--- config.mk ---
export PLATFORM = sky130hd
export DESIGN_NAME = ata_sqrt
export DESIGN_NICKNAME = d
export VERILOG_FILES = /design/src/rtl/ata_pkg.sv /design/src/rtl/ata_sqrt.sv
export SDC_FILE = /design/constraint.sdc
export NUM_CORES = 2
export LEC_CHECK = 0
export CAP_MARGIN = 30
export CORE_MARGIN = 2
export CORE_UTILIZATION = 35
export CTS_BUF_LIST = sky130_fd_sc_hd__clkbuf_4
export DETAILED_ROUTE_END_ITERATION = 6
export DONT_BUFFER_PORTS = 1
export SYNTH_ARGS = -nofsm -noshare
export SYNTH_HDL_FRONTEND = slang
export SYNTH_SLANG_ARGS = --single-unit
export TNS_END_PERCENT = 1
--- constraint.sdc ---
create_clock -name i_clk -period 9.9 [get_ports i_clk]
set_input_delay 1.485 -clock i_clk [delete_from_list [all_inputs] [get_ports i_clk]]
set_output_delay 1.485 -clock i_clk [all_outputs]
set_load 0.03 [all_outputs]
--- src/rtl/ata_pkg.sv ---
// package for the accelerometer tilt-angle pipeline
// holds the cordic arctangent table (degrees, 24 fraction bits) and shared widths
`default_nettype none
package ata_pkg;
    localparam int ACC_FRAC = 24;
    localparam int CORDIC_STEPS = 24;
    localparam int SQ_W = 32;       // sum of two squares, up to 2^31
    localparam int RAD_W = 64;      // radicand sum << 32
    localparam int ROOT_W = 32;     // isqrt of the radicand
    localparam int VW = 52;         // cordic vector width, signed with growth
    localparam int ZW = 33;         // angle accumulator, signed

    function automatic logic [29:0] atan_tab(input logic [4:0] i);
        logic [29:0] v;
        case (i)
            5'd0: v = 30'd754974720;
            5'd1: v = 30'd445687602;
            5'd2: v = 30'd235489088;
            5'd3: v = 30'd119537938;
            5'd4: v = 30'd60000934;
            5'd5: v = 30'd30029717;
            5'd6: v = 30'd15018523;
            5'd7: v = 30'd7509720;
            5'd8: v = 30'd3754917;
            5'd9: v = 30'd1877466;
            5'd10: v = 30'd938734;
            5'd11: v = 30'd469367;
            5'd12: v = 30'd234684;
            5'd13: v = 30'd117342;
            5'd14: v = 30'd58671;
            5'd15: v = 30'd29335;
            5'd16: v = 30'd14668;
            5'd17: v = 30'd7334;
            5'd18: v = 30'd3667;
            5'd19: v = 30'd1833;
            5'd20: v = 30'd917;
            5'd21: v = 30'd458;
            5'd22: v = 30'd229;
            5'd23: v = 30'd115;
            default: v = 30'd0;
        endcase
        return v;
    endfunction
endpackage
`default_nettype wire

--- src/rtl/ata_sqrt.sv ---
// pipelined integer square root, two result bits per stage
// uses ata_pkg widths; one stage per four radicand bits (two pairs)
`default_nettype none
module ata_sqrt
    import ata_pkg::*;
(
    input  wire logic              i_clk,
    input  wire logic              i_en,
    input  wire logic [RAD_W-1:0]  i_rad,
    output logic      [ROOT_W-1:0] o_root
);
    localparam int NS = ROOT_W / 2;

    logic [RAD_W-1:0]  r_rem  [NS];
    logic [ROOT_W-1:0] r_root [NS];
    logic [RAD_W-1:0]  r_rad  [NS];

    // each stage resolves two root bits with two restoring steps
    function automatic void sq_step(input logic [RAD_W-1:0] rem, input logic [ROOT_W-1:0] root,
                                    input logic [1:0] pair, output logic [RAD_W-1:0] nrem,
                                    output logic [ROOT_W-1:0] nroot);
        logic [RAD_W+1:0] t;
        logic [RAD_W+1:0] trial;
        t = {rem, pair};
        trial = {{(RAD_W-ROOT_W){1'b0}}, root, 2'b01};
        if (t >= trial) begin
            nrem = RAD_W'(t - trial);
            nroot = {root[ROOT_W-2:0], 1'b1};
        end else begin
            nrem = RAD_W'(t);
            nroot = {root[ROOT_W-2:0], 1'b0};
        end
    endfunction

    always_ff @(posedge i_clk) begin
        logic [RAD_W-1:0]  a_rem;
        logic [ROOT_W-1:0] a_root;
        logic [RAD_W-1:0]  b_rem;
        logic [ROOT_W-1:0] b_root;
        if (i_en) begin
            for (int s = 0; s < NS; s++) begin
                if (s == 0) begin
                    sq_step('0, '0, i_rad[RAD_W-1 -: 2], a_rem, a_root);
                    sq_step(a_rem, a_root, i_rad[RAD_W-3 -: 2], b_rem, b_root);
                    r_rad[s] <= i_rad << 4;
                end else begin
                    sq_step(r_rem[s-1], r_root[s-1], r_rad[s-1][RAD_W-1 -: 2], a_rem, a_root);
                    sq_step(a_rem, a_root, r_rad[s-1][RAD_W-3 -: 2], b_rem, b_root);
                    r_rad[s] <= r_rad[s-1] << 4;
                end
                r_rem[s]  <= b_rem;
                r_root[s] <= b_root;
            end
        end
    end

    assign o_root = r_root[NS-1];
endmodule
`default_nettype wire

Word level (Yosys, flattened, before mapping)
Memories as Yosys holds them, arrays and structs flattened.
Index checks and enable logic that the tools add are counted.
{"block": "totals", "n_memories": 3, "word_cells": 197, "ramBits": 2496, "register_bits": 0, "in_bits": 66}
{"name": "r_rem", "words": 16, "width": 64, "read_ports": 15, "rd_clocked_by_memory_dff": 0, "wr": 16, "line": "ata_sqrt.sv:14", "rtl": "logic [RAD_W-1:0] r_rem [NS];"}
{"name": "r_rad", "words": 16, "width": 60, "read_ports": 15, "rd_clocked_by_memory_dff": 0, "wr": 16, "line": "ata_sqrt.sv:16", "rtl": "logic [RAD_W-1:0] r_rad [NS];"}
{"name": "r_root", "words": 16, "width": 32, "read_ports": 16, "rd_clocked_by_memory_dff": 0, "wr": 16, "line": "ata_sqrt.sv:15", "rtl": "logic [ROOT_W-1:0] r_root [NS];"}
{"block": "classes", "magnitude_cmp": 32, "n_addsub": 32, "mux": 130}
{"operator": "64-bit two-way mux", "count": 64}
{"operator": "66-bit by 34-bit greater-or-equal comparator with 1-bit output", "count": 31}
{"operator": "64-bit by 34-bit subtractor with 64-bit output", "count": 31}
{"operator": "32-bit two-way mux", "count": 32}
{"operator": "1-bit two-way mux", "count": 34}
{"operator": "2-bit by 1-bit subtractor with 3-bit output (second input constant)", "count": 1}
{"operator": "2-bit by 1-bit greater-or-equal comparator with 1-bit output (second input constant)", "count": 1}

Depth between registers and ports, before layout
An unclocked memory read counts as a cell.
{"block": "depth", "depth_word": 7, "depth_mapped": 35}

Worst setup path before layout
OpenSTA, ideal clock, no wires.
{"block": "synth_timing", "kind": "flip-flop to flip-flop", "start": "mem r_rem[12][34], in the netlist r_rem[1][290]", "end": "mem r_rem[13][24], in the netlist r_rem[1][344], data pin", "arrival_ps": 6832, "required_ps": 9647, "path_stages_with_launch": 34, "path_slack_ps": 2815, "period_less_slack_ps": 7085, "path_buffers": 6, "path_cell_list": "edfxtp_1 or4_1 nor3_1 and2_1 nand4_1 a211oi_1 and2_1 clkbuf_1 nand2_1 inv_1 buf_2 clkbuf_1 buf_1 nand2_1 o31ai_1 ha_1 a21oi_1 o21ai_0 a221oi_1 inv_1 a21oi_1 o21ai_0 a31o_2 a211o_1 a221o_1 nand4_1 and2_0 nand4b_1 nor3_2 inv_2 clkbuf_1 clkbuf_1 nand2_1 nand2_1"}
{"item": "start, declared", "line": "ata_sqrt.sv:14"}

==> impl_metrics.yaml <==
critical_path:
  r2r_slack_ps: 1480
  endpoint_kind: "flip-flop"
  cp_data_required_time_ps: 11070
  regToRegEndpoint: "r_rem[1][232]"
  crit_type: "flip-flop to flip-flop"
  cp.arrival_ps: 9590
  regToRegStartpoint: "r_rem[1][160]"
  start_kind: "flip-flop"
  critical_path.max_fanout: 32
  r2r_cells: 20
layout:
  instances_no_fill: 17060
  area_growth_pct: 9.350
  n_fill_cell: 33130
  layout-drive-gt1-share_pct: 8.496
  final_cell_mix: "edfxtp_1 (1659), nor2_1 (1111), nand2_1 (993)"
  layout_commonest_cell: "edfxtp_1"
  fin_nets: 12970
  final_util_pct: 38.45
  design_area_um2: 127000
pwr:
  total_power_w: 0.03005
  pwr-share-clk_pct: 20.6
  power.switching_w: 0.01244
  ir_worst_vdd_mv: 0.1206
  swShare_pct: 41.39
  p_leak_nw: 45.15
  powerDensity_nw_per_um2: 236.6
  internal_power_w: 0.01761
  seq_power_share_pct: 34.5
  p_comb_share_pct: 44.9
run:
  maxCapViolCount: 0
floorplanning:
  design.core.area_um2: 330300
  die_x_um: 580.1
  num_io_pins: 98
  dieHeight_um: 580.1
  dieArea_um2: 336500
  initial_core_util_pct: 35.17
  num_rows: 211
clock_network:
  cts_max_level: 5
  clkSinkCount: 1659
  clockRootBuffer: "clkbuf_4"
  cts_buffers: 455
  cts_tree: "done"
  clockBufferDepth: 4
  clk_pin_slew_ps: 80
  insertion_delay_ps: 1520
run_status:
  status: "finished clean"
sta:
  min_period_over_period_pct: 85.07
  worstMarginPinSlew_ps: 1374
  max-slew-margin-rel_pct: 8.395
  final.setup_skew_ps: 161.9
  tns_ps: 0
  setup-violations-final: 0
  finalCriticalPeriod_ps: 8422
  maxSlewViolCount: 0
  fmax_ghz: 0.1187
  grt_setup_unrepaired: "false"
  hold_viol_final: 0
placed_design:
  place.gp.congestion: 0.9898
  dpl_cell_area_um2: 120800
  numPortBuffers: 0
  dp_cells: 16200
  dpl.hpwl_um: 272300
drt:
  wl_per_cell_um: 20.79
  vias: 94730
  via_per_inst: 5.552
  drtPass1Iterations: 6
  wl_um: 354800
  drtIter0Drc: 8224
  detail-route-antenna-nets: 0
  drc_errors: 0
logic_synthesis:
  yosysTopAreaCell: "edfxtp_1"
  avgSynthCellArea_um2: 9.552
  synth_edf_count: 1659
  synth_cell_types: 110
  ys.warnings.count: 0
  ys_ff_latch: 1659
  async_flop_share_pct: 0
  ys_top_cells_by_area: "edfxtp_1 (43%), xnor2_1 (6.9%), ha_1 (6.0%)"
  seq_area_frac_synth_pct: 42.89
  synth_cells: 12160
  synth_area_um2: 116100
  synth_top_area_share_pct: 42.89
  yosys_most_used_dff: "edfxtp_1"
worst_hold_path:
  min_to: "r_rad[0][49]"
  hold_path_depth: 0
  holdCritPathClass: "input port to flip-flop"
  hold_path.startpoint: "i_rad[49]"
global_routing:
  track_usage_pct: 20.27
  grt_first_pass_wirelength_um: 539900
  grt_pass1_vias: 90780
  grt_start_max_net_pins: 258
  antenna_found_initial: 27
  overflow: 0
## how the worst max path moves through the flow
stage	slack [ps]	depth (start not counted)	end	start
floorplan	2810	33	r_rem[1][344]	r_rem[1][290]
global placement	1390	21	r_rem[1][195]	r_root[1][69]
detailed placement	1500	23	r_rem[1][229]	r_root[1][69]
CTS	1490	22	r_rem[1][187]	r_rem[1][117]
global route	940	25	r_rem[1][121]	r_rem[1][35]
finish	1480	20	r_rem[1][232]	r_rem[1][160]
## cell type report
type                    instances  area, um2  area share, %
flip-flops and latches       1659      49820          39.23
well taps                    4366       5463          4.301
multi-input cells            9534      62590          49.28
repair buffers                148       1380          1.087
diodes                         19      47.55        0.03744
clock inverters               179       1054         0.8295
inverters                     543       2038          1.605
clock buffers                 614       4609          3.629
## registers in the layout, summed over array words and instances (netlist names)
signal  flops
r_rem     907
r_rad     480
r_root    272
## critical path, stage by stage (launching register included)
cell and delay, ps:
edfxtp_1 460, or4_1 600, nor4b_1 740, nor2b_1 370, nand3_1 210, nor2_1 140
nand2_1 420, inv_2 610, o21ai_0 340, ha_1 500, and2_1 290, nand3_1 150
nor4_1 600, nand4_1 200, nor3_1 670, a31oi_1 260, and3_1 270, inv_2 450
nand2_1 250, nor4bb_1 380, xnor2_1 150
## routing by layer
| layer | global-route usage [%] | wire length, um | vias to the layer above |
|---|---|---|---|
| li1 | - | - | 45820 |
| met1 | 26.49 | 154700 | 44820 |
| met2 | 32.67 | 160400 | 3260 |
| met3 | 3.072 | 21150 | 821 |
| met4 | 9.951 | 18390 | 16 |
| met5 | 0 | 103 | - |
## repair_timing
| item | in CTS | in global routing |
|---|---|---|
| gates resized for setup | 0 | 0 |
| endpoints found under the hold margin | 48 | 0 |
| buffers inserted | 0 | 0 |
| hold buffers | 47 | 0 |
## power by group through the flow
stage	sequential [W]	clock, W	combinational, W
2_1_floorplan	0.00985	0	0.0101
3_5_place_dp	0.0105	0	0.0132
3_3_place_gp	0.0105	0	0.0133
6_report	0.0104	0.00618	0.0135
4_1_cts	0.0103	0.00648	0.0133
5_1_grt	0.0104	0.00684	0.0149
## synthesized netlist by cell type, drive strengths merged (295+ instances only)
library cell	number
nor3	498
a21o	295
nor2	1111
nand3	390
o21ai	501
xnor2	909
ha	558
edfxtp	1659
nor4	305
nand2	995
xor2	613
inv	540
a21oi	816
clkbuf	315
## kinds of logic after synthesis
group                    share of synthesized area [%]
AO/OA/AOI/OAI                                    13.91
XOR/XNOR                                         11.48
adder cells (fa/ha/maj)                          6.011
buffers and inverters                            3.280
flip-flops                                       42.89
multiplexers                                     1.026
other                                         0.003229
AND/OR/NAND/NOR                                  21.40
## stage by stage
step | hold slack (ps) | setup WS, ps
CTS | 6.183 | 1486
floorplan | 400.3 | 2815
global placement | 400.1 | 1394
global route | 30.94 | 935.7
finish | 201.7 | 1478
detailed placement | 404.5 | 1503
No activity file was read; power rests on OpenSTA's default activity.
